===== src/design/pcc_pkg.sv =====
`default_nettype none

package pcc_pkg;

    localparam int COORD_WIDTH = 24;
    localparam int DIFF_WIDTH  = COORD_WIDTH + 1;
    localparam int PROD_WIDTH  = 2 * COORD_WIDTH + 2;
    localparam int NUM_TURNS   = 3;

    localparam logic [1:0] SEEN_MAX    = 2'd3;
    localparam logic [1:0] OUTLINE_MAX = 2'd2;

    // turn slots inside one job
    localparam int TURN_STEP = 0;   // prevprev -> prev -> new vertex
    localparam int TURN_WRAP = 1;   // prev -> new vertex -> first
    localparam int TURN_HEAD = 2;   // new vertex -> first -> second

    typedef logic signed [COORD_WIDTH-1:0] coord_t;

    typedef struct packed {
        coord_t x_coord;
        coord_t y_coord;
        logic   starts_outline;
        logic   last_vertex;
    } vertex_word_t;

    typedef struct packed {
        logic is_convex_flag;
        logic several_outlines;
    } result_word_t;

    typedef struct packed {
        coord_t x;
        coord_t y;
    } point_t;

    typedef struct packed {
        point_t                 pp;
        point_t                 p;
        point_t                 v;
        point_t                 first;
        point_t                 second;
        logic [NUM_TURNS-1:0]   turn_en;
        logic                   last;
        logic                   several;
    } job_t;

    typedef struct packed {
        logic push;
        logic full;
    } push_ctl_t;

    typedef struct packed {
        logic pop;
        logic empty;
    } pop_ctl_t;

endpackage

`default_nettype wire


===== src/design/pcc_front.sv =====
`default_nettype none

module pcc_front (
    input  wire logic                  clk,
    input  wire logic                  rst_n,
    input  wire logic                  vertex_valid,
    input  wire pcc_pkg::vertex_word_t vertex,
    output logic                       vertex_stall,
    output pcc_pkg::push_ctl_t         push_ctl_unused_guard,
    input  wire logic                  queue_full,
    output pcc_pkg::job_t              queue_job
);
    import pcc_pkg::*;

    point_t     first_reg,    first_next;
    point_t     second_reg,   second_next;
    point_t     prev_reg,     prev_next;
    point_t     prevprev_reg, prevprev_next;
    logic [1:0] seen_reg,     seen_next;
    logic [1:0] outline_reg,  outline_next;

    logic   accept;
    logic   opens;
    point_t vin;

    assign vertex_stall = queue_full;
    assign accept       = vertex_valid && !queue_full;

    assign push_ctl_unused_guard.push = accept;
    assign push_ctl_unused_guard.full = queue_full;

    assign vin.x = vertex.x_coord;
    assign vin.y = vertex.y_coord;
    assign opens = vertex.starts_outline || (seen_reg == 2'd0);

    always_comb
    begin
        logic [1:0] oc;
        oc = outline_reg;
        if (opens && (outline_reg < OUTLINE_MAX))
        begin
            oc = outline_reg + 2'd1;
        end

        queue_job.pp      = prevprev_reg;
        queue_job.p       = prev_reg;
        queue_job.v       = vin;
        queue_job.first   = first_reg;
        queue_job.second  = second_reg;
        queue_job.last    = vertex.last_vertex;
        queue_job.several = (oc == OUTLINE_MAX);
        queue_job.turn_en[TURN_STEP] = (seen_reg >= 2'd2);
        queue_job.turn_en[TURN_WRAP] = vertex.last_vertex && (seen_reg >= 2'd2);
        queue_job.turn_en[TURN_HEAD] = vertex.last_vertex && (seen_reg >= 2'd2);

        first_next    = first_reg;
        second_next   = second_reg;
        prev_next     = prev_reg;
        prevprev_next = prevprev_reg;
        seen_next     = seen_reg;
        outline_next  = outline_reg;
        if (accept)
        begin
            if (vertex.last_vertex)
            begin
                first_next    = '0;
                second_next   = '0;
                prev_next     = '0;
                prevprev_next = '0;
                seen_next     = 2'd0;
                outline_next  = 2'd0;
            end
            else
            begin
                if (seen_reg == 2'd0)
                begin
                    first_next = vin;
                end
                if (seen_reg == 2'd1)
                begin
                    second_next = vin;
                end
                prevprev_next = prev_reg;
                prev_next     = vin;
                seen_next     = (seen_reg < SEEN_MAX) ? seen_reg + 2'd1 : seen_reg;
                outline_next  = oc;
            end
        end
    end

    always_ff @(posedge clk or negedge rst_n)
    begin
        if (!rst_n)
        begin
            first_reg    <= '0;
            second_reg   <= '0;
            prev_reg     <= '0;
            prevprev_reg <= '0;
            seen_reg     <= 2'd0;
            outline_reg  <= 2'd0;
        end
        else
        begin
            first_reg    <= first_next;
            second_reg   <= second_next;
            prev_reg     <= prev_next;
            prevprev_reg <= prevprev_next;
            seen_reg     <= seen_next;
            outline_reg  <= outline_next;
        end
    end

endmodule

`default_nettype wire


===== config.mk =====
export PLATFORM = sky130hd
export DESIGN_NAME = pcc_front
export DESIGN_NICKNAME = d
export VERILOG_FILES = /design/src/design/pcc_pkg.sv /design/src/design/pcc_front.sv
export SDC_FILE = /design/constraint.sdc
export NUM_CORES = 1
export LEC_CHECK = 0
export BUFFER_PORTS_ARGS = -buffer_cell sky130_fd_sc_hd__buf_4
export CORE_UTILIZATION = 54
export DETAILED_ROUTE_END_ITERATION = 7
export PLACE_DENSITY = 0.86
export SYNTH_ARGS = -nofsm -noshare
export SYNTH_HDL_FRONTEND = slang
export SYNTH_SLANG_ARGS = --single-unit

===== constraint.sdc =====
create_clock -name clk -period 2.9 [get_ports clk]
set_clock_uncertainty 0.2 [all_clocks]
set_input_delay 0.725 -clock clk [delete_from_list [all_inputs] [get_ports clk]]
set_output_delay 0.725 -clock clk [all_outputs]
set_load 0.01 [all_outputs]

==> flow_summary_export.csv <==
group,metric,value,unit
synth,synth_cells,751,
cts,clk_path_buf_depth,2,
synth,syn_avg_cell_area,11.43,sq um
synth,synth_compound_area_share,3.455,%
synth,yosys_warnings,0,
detailed_routing,post_drt_wl_per_cell,17.06,microns
run,max-cap-violations,0,
timing,grt_setup_unrepaired,"no",
cts,cts_tree,"yes",
floorplanning,ios,302,
detailed_routing,first_pass_iters,4,
detailed_routing,drt_iter0_markers,235,
synth,synth.ff_latch_count,196,
final_layout,largest_reg_flops,192,
cts,insertion_delay,420,ps
synth,synth_xor_area_share,0,%
timing,setup_viol,0,
timing,worstMarginPinSlew,731.5,ps
global_route,grt_pass1_wl,32.59,mm
global_route,grt_max_degree,82,
global_route,track_usage,26.10,%
critical_path,slowest_delay,460,ps
critical_path,start_kind,"flip-flop",
synth,synth_top_family_by_area,"simple AND/OR/NAND/NOR gates",
cts,cts_made_buffers,17,
floorplanning,num_rows,45,
critical_path,cp_num_buf_inv,2,
floorplanning,initial_core_util,55.84,%
timing,final_hold_viol_count,0,
cts,clkSinkCount,196,
critical_path,cp_cell_sequence,"inv_1 -> ha_4 -> o21ai_0 -> mux2i_1 -> buf_4",
synth,muxShareOfSynthArea,14.46,%
synth,synth_cell_types,31,
final_layout,nets,1049,
final_layout,area_growth,31.31,%
cts,htree_levels,4,
timing,setup_tns,0,ps
timing,slew_violations,0,
synth,synth-simple-area-share,16.47,%
floorplanning,die_y,128.1,microns
power_and_ir_drop,leakagePower,5.827,nW
critical_path,crit_type,"flip-flop to output port",
synth,syn-num-nets,809,
global_route,grt_pass1_vias,6099,
timing,fin_crit,2756,ps
critical_path,cp.required,1980,ps
critical_path,critical_path_arrival,1830,ps
cts,cts-root-buf,"clkbuf_16",
placement,gp_congestion,0.7621,
cts,path_clk_slew,70,ps
global_route,antenna_found_initial,0,
final_layout,layout-drive-gt1-share,44.91,%
timing,fmax,0.3629,GHz
timing,slew_headroom,51.23,%
floorplanning,fp.dieW,128.1,microns
timing,finalCritPeriodShare,95.02,%
synth,ys_seq_area_share,57.14,%
status,status,"finished, final reports clean",
floorplanning,die_area,0.01640,sq mm
critical_path,critPathTopFamily,"flip-flops",
detailed_routing,via_per_inst,5.025,
detailed_routing,wl,20.69,mm
final_layout,final_common_cell,"buf_4",
detailed_routing,post-route-drc-count,0,
placement,hpwl,14.20,mm
power_and_ir_drop,ir_worst_vdd,0.4153,mV
detailed_routing,vias,6095,
critical_path,critPathMaxFanout,6,
critical_path,cp-end-kind,"output port",
detailed_routing,antenna_violating_nets_post_route,0,
power_and_ir_drop,pwr_density_cell,732.2,mW/mm^2
worst_hold_path,hp-class,"input port to asynchronous set/reset pin",
final_layout,diodes,0,
critical_path,crit_slowest_cell,"dfrtp_2",
synth,synthAdderAreaFrac,0.5831,%
floorplanning,core-area,0.01537,sq mm
synth,synth_area,0.008583,sq mm
global_route,grt_overflow,0,
placement,io_buffer_count,301,
timing,fin_hold_ws,116.0,ps
final_layout,layout_common_cells,"buf_4, dfrtp_1, nand2_1, mux2_2, nor2b_1",
-- cell type report --
type                       count  area (sq um)
clock inverter                 9         176.4
timing repair buffer         316          2429
tap                          211         264.0
sequential                   196          4906
inverter                       3         11.26
clock buffer                  21         470.5
multi-input combinational    457          3014
fill                        1053          4100
-- worst paths after layout --
path                                                 start                          to  slack, ps  depth (start not counted)
worst max register to register     seen_reg[1]$_DFFE_PN0P_   queue_job[12]$_DFFE_PN0P_        750                          6
worst min register to register  queue_job[232]$_DFFE_PN0P_  queue_job[232]$_DFFE_PN0P_        280                          2
min in group clk                queue_job[232]$_DFFE_PN0P_  queue_job[232]$_DFFE_PN0P_        280                          2
max in group asynchronous                            rst_n   queue_job[34]$_DFFE_PN0P_       1660                          2
worst min-delay path                                 rst_n   queue_job[94]$_DFFE_PN0P_        120                          1
worst max-delay path               seen_reg[1]$_DFFE_PN0P_                queue_job[0]        140                          5
-- cells in the mapped netlist, drive strengths merged --
master / n / area [sq um]
nand2b: 49 / 314.1
nor2b: 50 / 312.8
dfrtp: 196 / 4905
nor4: 1 / 6.260
ha: 4 / 50.05
a22oi: 1 / 7.510
o21ai: 49 / 245.2
a221o: 1 / 10.01
clkbuf: 13 / 48.80
a2bb2oi: 1 / 8.760
nor4b: 1 / 8.760
o21bai: 1 / 7.510
buf: 82 / 616.8
a21oi: 1 / 5.000
inv: 3 / 11.26
nor2: 5 / 38.78
nand2: 192 / 720.7
mux2: 96 / 1231
and2: 1 / 6.260
mux2i: 1 / 10.01
o22ai: 2 / 12.51
or2: 1 / 6.260
-- metrics by stage --
step	setup slack [ps]	total power, mW	cells	cell area [sq um]	utilization, %
global route	36.91	8.605	1213	11270	73.33
finish	144.3	8.252	1213	11270	73.33
global placement	494.3	5.618	1183	10610	69.03
detailed placement	461.2	5.690	1183	10610	69.03
CTS	46.54	8.289	1213	11260	73.24
floorplan	555.6	4.587	751	8583	-
-- metal layers --
layer / vias to the layer above / GRT usage, % / part of all wire (%)
met5: - / 0 / 0
met4: 0 / 8.651 / 2.0
met3: 32 / 6.177 / 5.3
met2: 211 / 44.63 / 52
met1: 3001 / 32.71 / 41
li1: 2851 / - / -
-- cell families (layout without fill, tap and decap cells) --
family,Yosys count,in the layout
adder cells (fa/ha/maj),4,4
buffers and inverters,98,349
multiplexers,97,97
AND/OR/NAND/NOR,300,300
AO/OA/AOI/OAI,56,56
flip-flops,196,196
-- report_power, final --
group	switching, mW	internal [mW]
combinational	0.948	1.18
clock	0.998	1.59
sequential	0.329	3.21
-- what timing repair did --
action	4_1_cts	5_1_grt
gates resized for setup	0	3
hold buffers	0	0
setup endpoints to repair	0	1
setup buffers	0	0
(Power assumes the default switching activity.)
