==> config.mk <==
export PLATFORM = sky130hd
export DESIGN_NAME = pcc_queue
export DESIGN_NICKNAME = d
export VERILOG_FILES = /design/src/design/pcc_pkg.sv /design/src/design/pcc_queue.sv
export SDC_FILE = /design/constraint.sdc
export NUM_CORES = 1
export LEC_CHECK = 0
export BUFFER_PORTS_ARGS = -buffer_cell sky130_fd_sc_hd__buf_2
export CAP_MARGIN = 20
export CORE_ASPECT_RATIO = 0.9
export CORE_MARGIN = 1.5
export CORE_UTILIZATION = 51
export DETAILED_ROUTE_END_ITERATION = 10
export PLACE_DENSITY = 0.75
export SYNTH_ARGS = -nofsm -noshare
export SYNTH_HDL_FRONTEND = slang
export SYNTH_SLANG_ARGS = --single-unit
==> constraint.sdc <==
create_clock -name clk -period 11.5 [get_ports clk]
set_clock_uncertainty 0.15 [all_clocks]
set_input_delay 1.15 -clock clk [delete_from_list [all_inputs] [get_ports clk]]
set_output_delay 1.15 -clock clk [all_outputs]
set_load 0.1 [all_outputs]
==> src/design/pcc_pkg.sv <==
`default_nettype none

package pcc_pkg;

    localparam int COORD_WIDTH = 24;
    localparam int DIFF_WIDTH  = COORD_WIDTH + 1;
    localparam int PROD_WIDTH  = 2 * COORD_WIDTH + 2;
    localparam int NUM_TURNS   = 3;

    localparam logic [1:0] SEEN_MAX    = 2'd3;
    localparam logic [1:0] OUTLINE_MAX = 2'd2;

    // turn slots inside one job
    localparam int TURN_STEP = 0;   // prevprev -> prev -> new vertex
    localparam int TURN_WRAP = 1;   // prev -> new vertex -> first
    localparam int TURN_HEAD = 2;   // new vertex -> first -> second

    typedef logic signed [COORD_WIDTH-1:0] coord_t;

    typedef struct packed {
        coord_t x_coord;
        coord_t y_coord;
        logic   starts_outline;
        logic   last_vertex;
    } vertex_word_t;

    typedef struct packed {
        logic is_convex_flag;
        logic several_outlines;
    } result_word_t;

    typedef struct packed {
        coord_t x;
        coord_t y;
    } point_t;

    typedef struct packed {
        point_t                 pp;
        point_t                 p;
        point_t                 v;
        point_t                 first;
        point_t                 second;
        logic [NUM_TURNS-1:0]   turn_en;
        logic                   last;
        logic                   several;
    } job_t;

    typedef struct packed {
        logic push;
        logic full;
    } push_ctl_t;

    typedef struct packed {
        logic pop;
        logic empty;
    } pop_ctl_t;

endpackage

`default_nettype wire

==> src/design/pcc_queue.sv <==
`default_nettype none

module pcc_queue #(
    parameter int DEPTH = 4
) (
    input  wire logic               clk,
    input  wire logic               rst_n,
    input  wire pcc_pkg::push_ctl_t push_ctl,
    input  wire pcc_pkg::job_t      push_job,
    output logic                    full,
    input  wire logic               pop,
    output pcc_pkg::pop_ctl_t       pop_ctl,
    output pcc_pkg::job_t           head_job
);
    import pcc_pkg::*;

    localparam int PTR_WIDTH = (DEPTH > 1) ? $clog2(DEPTH) : 1;
    localparam int CNT_WIDTH = $clog2(DEPTH + 1);
    localparam logic [PTR_WIDTH-1:0] PTR_LAST = PTR_WIDTH'(DEPTH - 1);
    localparam logic [CNT_WIDTH-1:0] CNT_FULL = CNT_WIDTH'(DEPTH);

    job_t                 mem [DEPTH];
    logic [PTR_WIDTH-1:0] wr_ptr_reg, wr_ptr_next;
    logic [PTR_WIDTH-1:0] rd_ptr_reg, rd_ptr_next;
    logic [CNT_WIDTH-1:0] count_reg,  count_next;
    logic                 do_push, do_pop, empty;

    assign full     = (count_reg == CNT_FULL);
    assign empty    = (count_reg == '0);
    assign do_push  = push_ctl.push && !full;
    assign do_pop   = pop && !empty;
    assign head_job = mem[rd_ptr_reg];

    assign pop_ctl.pop   = do_pop;
    assign pop_ctl.empty = empty;

    always_comb
    begin
        wr_ptr_next = wr_ptr_reg;
        rd_ptr_next = rd_ptr_reg;
        count_next  = count_reg;
        if (do_push)
        begin
            wr_ptr_next = (wr_ptr_reg == PTR_LAST) ? '0 : wr_ptr_reg + 1'b1;
        end
        if (do_pop)
        begin
            rd_ptr_next = (rd_ptr_reg == PTR_LAST) ? '0 : rd_ptr_reg + 1'b1;
        end
        if (do_push && !do_pop)
        begin
            count_next = count_reg + 1'b1;
        end
        else if (do_pop && !do_push)
        begin
            count_next = count_reg - 1'b1;
        end
    end

    always_ff @(posedge clk)
    begin
        if (do_push)
        begin
            mem[wr_ptr_reg] <= push_job;
        end
    end

    always_ff @(posedge clk or negedge rst_n)
    begin
        if (!rst_n)
        begin
            wr_ptr_reg <= '0;
            rd_ptr_reg <= '0;
            count_reg  <= '0;
        end
        else
        begin
            wr_ptr_reg <= wr_ptr_next;
            rd_ptr_reg <= rd_ptr_next;
            count_reg  <= count_next;
        end
    end

endmodule

`default_nettype wire

==> results.md, run 1 <==
* Largest register FFs at 980
* Post-DRT Antenna Nets at 0
* Worst setup EP type: output port
* Worst Hold Class: input port to asynchronous set/reset pin
* Simple-gate area share of the yosys netlist at 0.00181
* Most frequent cells in the layout: 980 x edfxtp_1, 496 x buf_2, 245 x mux4_2
* Commonest non-fill, non-tap cell in the layout: edfxtp_1
* Status: finished clean
* Minimum clock period at 5490 ps
* Net Count, Synth at 1577
* Vias per cell at 5.49
* Root Buffer: clkbuf_16
* DR iter-0 viols at 1219
* Overall Global Routing Usage at 0.191
* First-pass GRT wire length at 104000 um
* Initial Util at 0.515
* CTS Buffer Depth at 3
* I/O Pins at 498
* IO Port Bufs at 496
* Post-synthesis mux area share at 0.154
* Non-filler instance count after layout at 2902
* GR Overflow Total at 0
* Post-synthesis register bit count at 987
* Share of layout cells above drive strength 1 at 0.465
* Post-synthesis cell count at 1320
* Slew Limit Headroom at 0.143
* Die Wd at 283 um
* Hold Slack at 208 ps
* Setup WS pre-CTS at 6440 ps
* Compound-Gate Fraction of Synth Area at 0.000555
* Slew Limit Fails at 0
* Core region area at 70000 um^2
* Maximum clock frequency at 182 MHz
* Post-CTS Setup Inserts at 0
* # DRC at 0
* Finish-stage setup viols at 0
* Area leader, netlist: edfxtp_1
* Die Y at 255 um
* RSZ-0062 raised after global routing: false
* Largest net degree at the start of global routing at 158
* Worst path required time at 10200 ps
* GP Congestion at 0.765
* Post-route clock period utilization at 0.477
* CP startpoint kind: flip-flop
* Share of the synthesized area in the top cell type at 0.816
* Synthesized area at 36000 um^2
* Main combinational cell family by area after synthesis: multiplexers
* First-pass detailed-route iteration total at 5
* H-tree depth at 3
* Vias after detailed routing at 15900
* Post-Synth Adder-Cell Area at 0.00264
* Total CTS buffers at 96
* Seq/Total Area, Yosys at 0.821
* Post-CTS resize count at 0
* Mean Syn Cell Area at 27.3 um^2
* HPWL Detailed at 41000 um
* Syn. warnings at 0
* NumNets Final at 2132
* Routed WL per cell at 24.2 um
* Placed Instances at 2717
* Worst setup margin at 6010 ps
* Syn-to-layout area delta at 17.6%
* CTS tree: yes
* Xor/xnor cell area share of the yosys netlist at 0.000729
* Critical path peak fanout at 48
* Final Hold Fails at 0
* Critical path class: flip-flop to output port
* Worst-Skew Late Latency at 620 ps
* Max-Cap Viols at 0
* Aggregate routed wire length at 70200 um
* Reg clk slew, reported paths at 60 ps
* Initial antenna violation count at 18
* Slew @ Worst Pin at 1290 ps
* Synth cell types at 23
* Die area at 72300 um^2
* Hold_buf cts at 0
* Crit path DAT at 4190 ps
* Vias in the first global route at 16800
* Clk sinks at 987
* Synth top area cells: edfxtp_1 82%, mux4_2 15%, buf_12 1.2%, dfrtp_1 0.49%, buf_2 0.35%
* Cell Rows at 92
-- critical path, stage by stage (launching register included) --
cell	delay [ps]
dfrtp_4	880
buf_4	780
buf_4	860
mux4_2	640
buf_2	320
-- per-layer routing --
metal / global-route usage / wire length [um] / up-vias
li1: - / - / 6873
met1: 0.244 / 26600 / 8375
met2: 0.319 / 35900 / 542
met3: 0.0594 / 5830 / 132
met4: 0.0574 / 1650 / 22
met5: 0 / 160 / -
-- layout make-up --
type / instances / area [um^2]
timing repair buffer: 514 / 2660
tap: 940 / 1180
inverter: 4 / 15.0
sequential: 987 / 29600
clock buffer: 113 / 2490
antenna: 12 / 30.0
multi-input combinational: 272 / 5790
clock inverter: 60 / 613
fill: 4822 / 27600
-- worst paths after layout --
check	startpoint	to	slack, ps	depth (start not counted)
worst max-delay path	rd_ptr_reg[0]	head_job[32]	6010	4
worst min register to register	count_reg[2]	count_reg[2]	380	1
worst max register to register	count_reg[2]	mem[2][106]	7600	5
min in group clk	count_reg[2]	count_reg[2]	380	1
max in group asynchronous	rst_n	rd_ptr_reg[0]	10810	1
worst min-delay path	rst_n	rd_ptr_reg[0]	210	1
-- cells in the mapped netlist --
cell	instances
edfxtp_1	980
mux4_2	245
buf_2	25
buf_12	22
dfrtp_1	7
ha_1	6
buf_6	4
inv_1	4
mux2_2	4
and2_1	3
buf_4	3
nor2_1	3
clkbuf_1	2
nor3_1	2
xor2_1	2
a21o_1	1
buf_8	1
fa_1	1
nand2_1	1
nor2b_2	1
nor3b_2	1
o31ai_2	1
xnor2_1	1
-- kinds of logic (layout without fill, tap and decap cells) --
logic type / count (synthesis) / in the layout
mux: 249 / 249
compound gates: 2 / 2
other cells: 0 / 12
xor+xnor: 3 / 3
flops: 987 / 987
fa+ha+maj: 7 / 7
simple gates: 11 / 11
buf+inv: 61 / 691
-- through the flow --
stage               setup TNS [ps]  area [um^2]  utilization
floorplan                  -194170        36000            -
finish                           0        42400        0.605
detailed placement               0        39200        0.561
CTS                              0        42300        0.605
global placement                 0        39200        0.561
global route                     0        42400        0.605
Power of run 1 is not shown: default switching activity piles up to over one toggle a cycle in this logic, so the estimate is an artifact.
==> inputs of run 2 (changes only) <==
clock period = 4.85 ns   (was 11.5 ns; I/O delays follow)
==> run 2 against run 1 <==
  * Non-clock buffer count is 267 higher
  * Register-to-register slack worse by 5500 ps
  * Via count rose by 8.4%
  * Critical path depth decreased by 1
  * Hold slack got worse by 110 ps
  * Wire length increased by 9.9%
==> results.md, run 2 (synthesis results as in run 1) <==
* GP Congestion at 0.758
* Aggregate routed wire length at 77200 um
* Minimum clock period at 3720 ps
* Critical path peak fanout at 37
* Largest net degree at the start of global routing at 144
* Min-delay src: pop
* Post-DRT Antenna Nets at 0
* Slew Limit Fails at 0
* Overall Global Routing Usage at 0.212
* Most frequent cells in the layout: 980 x edfxtp_1, 496 x buf_2, 246 x dlygate4sd3_1
* Routed WL per cell at 24.4 um
* Initial antenna violation count at 5
* DR iter-0 viols at 1295
* Placed Area at 39600 um^2
* Reg-to-reg endpoint: mem[0][40]
* Syn-to-layout area delta at 25.1%
* Worst setup margin at 1130 ps
* Die area at 72300 um^2
* Maximum clock frequency at 269 MHz
* Total CTS buffers at 95
* Setup WS pre-CTS at 1710 ps
* Post-CTS resize count at 0
* Vias after detailed routing at 17300
* Worst R2R Setup Slack at 2060 ps
* Fillers at 4433
* Worst setup EP type: output port
* HPWL Detailed at 42900 um
* Register area at 29600 um^2
* Max-Cap Viols at 0
* Worst-Skew Late Latency at 620 ps
* Crit path DAT at 3090 ps
* IO Port Bufs at 496
* Min-Delay Path Depth at 3
* Critical path class: flip-flop to output port
* Reg clk slew, reported paths at 60 ps
* Die Wd at 283 um
* Post-layout util at 0.644
* Largest register FFs at 980
* Cell Rows at 92
* Status: finished clean
* Root Buffer: clkbuf_16
* Slew @ Worst Pin at 1180 ps
* Clk sinks at 987
* Final Hold Fails at 0
* CTS Buffer Depth at 3
* Share of layout cells above drive strength 1 at 0.419
* CTS tree: yes
* Worst path required time at 4220 ps
* NumNets Final at 2398
* Die Y at 255 um
* Fin area at 45100 um^2
* Footprint of the multi-input gates at 5790 um^2
* Worst Hold Class: input port to flip-flop
* RSZ-0062 raised after global routing: false
* # DRC at 0
* Vias per cell at 5.47
* Vias in the first global route at 18300
* Commonest non-fill, non-tap cell in the layout: edfxtp_1
* H-tree depth at 3
* Hold path endpoint: rd_ptr_reg[0]
* GR Overflow Total at 0
* First-pass GRT wire length at 114000 um
* Post-CTS Setup Inserts at 0
* Finish-stage setup viols at 0
* Initial Util at 0.515
* Post-route clock period utilization at 0.768
* I/O Pins at 498
* Critical path startpoint: rd_ptr_reg[0]
* CP startpoint kind: flip-flop
* Critical R2R Launch: count_reg[2]
* First-pass detailed-route iteration total at 5
* Worst r2r path cells at 4
* Core region area at 70000 um^2
* Slew Limit Headroom at 0.215
==> run 2: changes by cell type in the layout (fill, tap and decap cells not counted), moves of 5 or more <==
cell,change
buf_12,+14
clkinv_2,+6
clkinv_1,-7
diode_2,-9
dlygate4sd3_1,+246
buf_4,+7
clkbuf_1,+5
==> run 2: final cells by class <==
class / instances / share of cell area
sequential: 987 / 0.657
timing repair buffer: 781 / 0.121
clock inverter: 56 / 0.0126
multi-input combinational: 272 / 0.128
inverter: 4 / 0.000333
clock buffer: 117 / 0.0550
tap: 940 / 0.0261
antenna: 3 / 0.000166
==> run 2: worst max-delay path, stage by stage, from the launching register on <==
cell and delay [ps]:
dfrtp_4 980, buf_4 520, mux4_2 600, buf_2 310
==> run 2: worst max path at each step <==
stage / to / depth (start not counted)
finish: head_job[150] / 3
detailed placement: head_job[103] / 3
CTS: head_job[160] / 3
global placement: head_job[103] / 3
global route: head_job[150] / 3
floorplan: mem[3][0] / 2
==> run 2: through the flow <==
stage | hold WS, ps | instances | setup TNS, ps
floorplan | 39.4 | 1320 | -19260
global placement | 174 | 2738 | 0
detailed placement | 179 | 2738 | 0
CTS | 54.0 | 3157 | 0
global route | 70.7 | 3158 | 0
finish | 95.0 | 3160 | 0
==> run 2: repair_timing <==
action | in CTS | in global routing
setup endpoints to repair | 0 | 0
endpoints found under the hold margin | 987 | 0
hold buffers | 246 | 0
==> run 2: per-layer routing <==
layer,vias to the layer above,track usage,wire length (um)
li1,7407,-,-
met1,8963,0.257,27900
met2,789,0.374,41100
met3,125,0.0575,6280
met4,6,0.0628,1850
met5,-,0,28
Power of run 2 is left out for the same reason.
==> inputs of run 3 (changes only) <==
clock period = 3.03 ns   (was 4.85 ns; I/O delays follow)
==> run 3 against run 2 <==
  * Global-route usage rose by 0.38 points
  * Sequential share of layout area decreased by 0.77 points
  * Critical path depth unchanged
  * Via count increased by 0.94%
==> results.md, run 3 (synthesis results as in run 1) <==
* Die Wd at 283 um
* Max-Cap Viols at 0
* Vias after detailed routing at 17500
* Worst path cell trace: buf_12, mux4_2, buf_2
* CP peak stage delay at 610 ps
* I/O Pins at 498
* Non-filler instance count after layout at 3178
* Commonest non-fill, non-tap cell in the layout: edfxtp_1
* Total CTS buffers at 95
* Largest register FFs at 980
* Worst-Skew Late Latency at 610 ps
* DR iter-0 viols at 1413
* Critical path class: flip-flop to output port
* Slew @ Worst Pin at 570 ps
* Status: finished clean
* Core region area at 70000 um^2
* Most frequent cells in the layout: 980 x edfxtp_1, 471 x buf_2, 249 x dlygate4sd3_1
* CP max stage cell: mux4_2
* Critical path peak fanout at 52
* Syn-to-layout area delta at 26.6%
* Worst setup EP type: output port
* Maximum clock frequency at 338 MHz
* Die Y at 255 um
* GP Congestion at 0.765
* IO Port Bufs at 496
* WP buf/inv at 2
* Worst Hold Class: input port to flip-flop
* Crit path DAT at 2500 ps
* Cell Rows at 92
* Post-DRT Antenna Nets at 0
* Overall Global Routing Usage at 0.215
* Die area at 72300 um^2
* Root Buffer: clkbuf_16
* H-tree depth at 3
* Routed WL per cell at 24.8 um
* Clk sinks at 987
* RSZ-0062 raised after global routing: true
* GR Overflow Total at 0
* Placed Instances at 2745
* CTS tree: yes
* Vias per cell at 5.49
* Largest net degree at the start of global routing at 72
* CP delay by family, top: buffers and inverters
* CTS Buffer Depth at 3
* First-pass GRT wire length at 116000 um
* Share of layout cells above drive strength 1 at 0.423
* Finish-stage setup viols at 0
* # DRC at 0
* Slew Limit Headroom at 0.623
* CP startpoint kind: flip-flop
* First-pass detailed-route iteration total at 5
* Initial antenna violation count at 9
* Minimum clock period at 2960 ps
* HPWL Detailed at 43800 um
* Final Hold Fails at 0
* Aggregate routed wire length at 78900 um
* Worst path required time at 2580 ps
* Vias in the first global route at 18700
* Initial Util at 0.515
* NumNets Final at 2412
* Reg clk slew, reported paths at 60 ps
* Slew Limit Fails at 0
* Post-route clock period utilization at 0.976
==> run 3: cell count changes in the layout (fill, tap and decap cells not counted), sizes merged <==
cell,previous run,this run
diode,3,5
dlygate4sd3,246,249
inv,10,6
clkinv,41,38
clkinvlp,1,6
buf,535,541
clkbuf,117,126
==> run 3: stage by stage <==
| step | instance area (um^2) | hold slack, ps | utilization | worst slack, ps | TNS (ps) |
|---|---|---|---|---|---|
| detailed placement | 39800 | 4.33 | 0.569 | 579 | 0 |
| global placement | 39800 | -10.8 | 0.569 | 572 | 0 |
| finish | 45600 | 260 | 0.652 | 72.5 | 0 |
| floorplan | 36100 | -143 | - | -1900 | -659130 |
| global route | 45600 | 240 | 0.652 | -59.6 | -3140 |
| CTS | 45600 | 206 | 0.651 | -41.5 | -653 |
==> run 3: area by class of cell <==
cell class,count,area (um^2)
multi-input cells,272,5790
diodes,5,12.5
repair buffers,795,5860
inverters,4,15.0
fillers,4367,24400
clock inverters,54,597
clock buffers,121,2570
well taps,940,1180
flip-flops and latches,987,29600
==> run 3: final timing paths <==
path / slack, ps / cells past startpoint / to / startpoint
max in group asynchronous: 1880 / 3 / rd_ptr_reg[0] / rst_n
worst max-delay path: 70 / 3 / head_job[244] / rd_ptr_reg[0]
worst min register to register: 400 / 1 / count_reg[2] / count_reg[2]
min in group asynchronous: 560 / 3 / count_reg[0] / rst_n
worst max register to register: 630 / 7 / count_reg[2] / count_reg[0]
worst min-delay path: 260 / 2 / mem[1][65] / push_job[65]
==> run 3: layer usage <==
metal	track usage	vias up	wire [um]
met4	0.0710	10	2210
met5	0	-	57
met1	0.266	9103	28700
met3	0.0592	152	6190
li1	-	7441	-
met2	0.372	746	41700
==> run 3: timing repair <==
| action | CTS | global route |
|---|---|---|
| setup endpoints to repair | 178 | 143 |
| setup buffers | 2 | 1 |
| hold endpoints to repair | 992 | 0 |
| gates resized for setup | 23 | 6 |
| cloned | 0 | 1 |
| hold buffers | 249 | 0 |
==> run 3: worst reg2reg max path, cell delays in order (launching register included) <==
cell     delay (ps)
dfrtp_1         480
o31ai_2         490
ha_1            290
inv_1            70
fa_1            390
xor2_1          170
nor2_1          110
xor2_1          160
Power of run 3 is left out for the same reason.
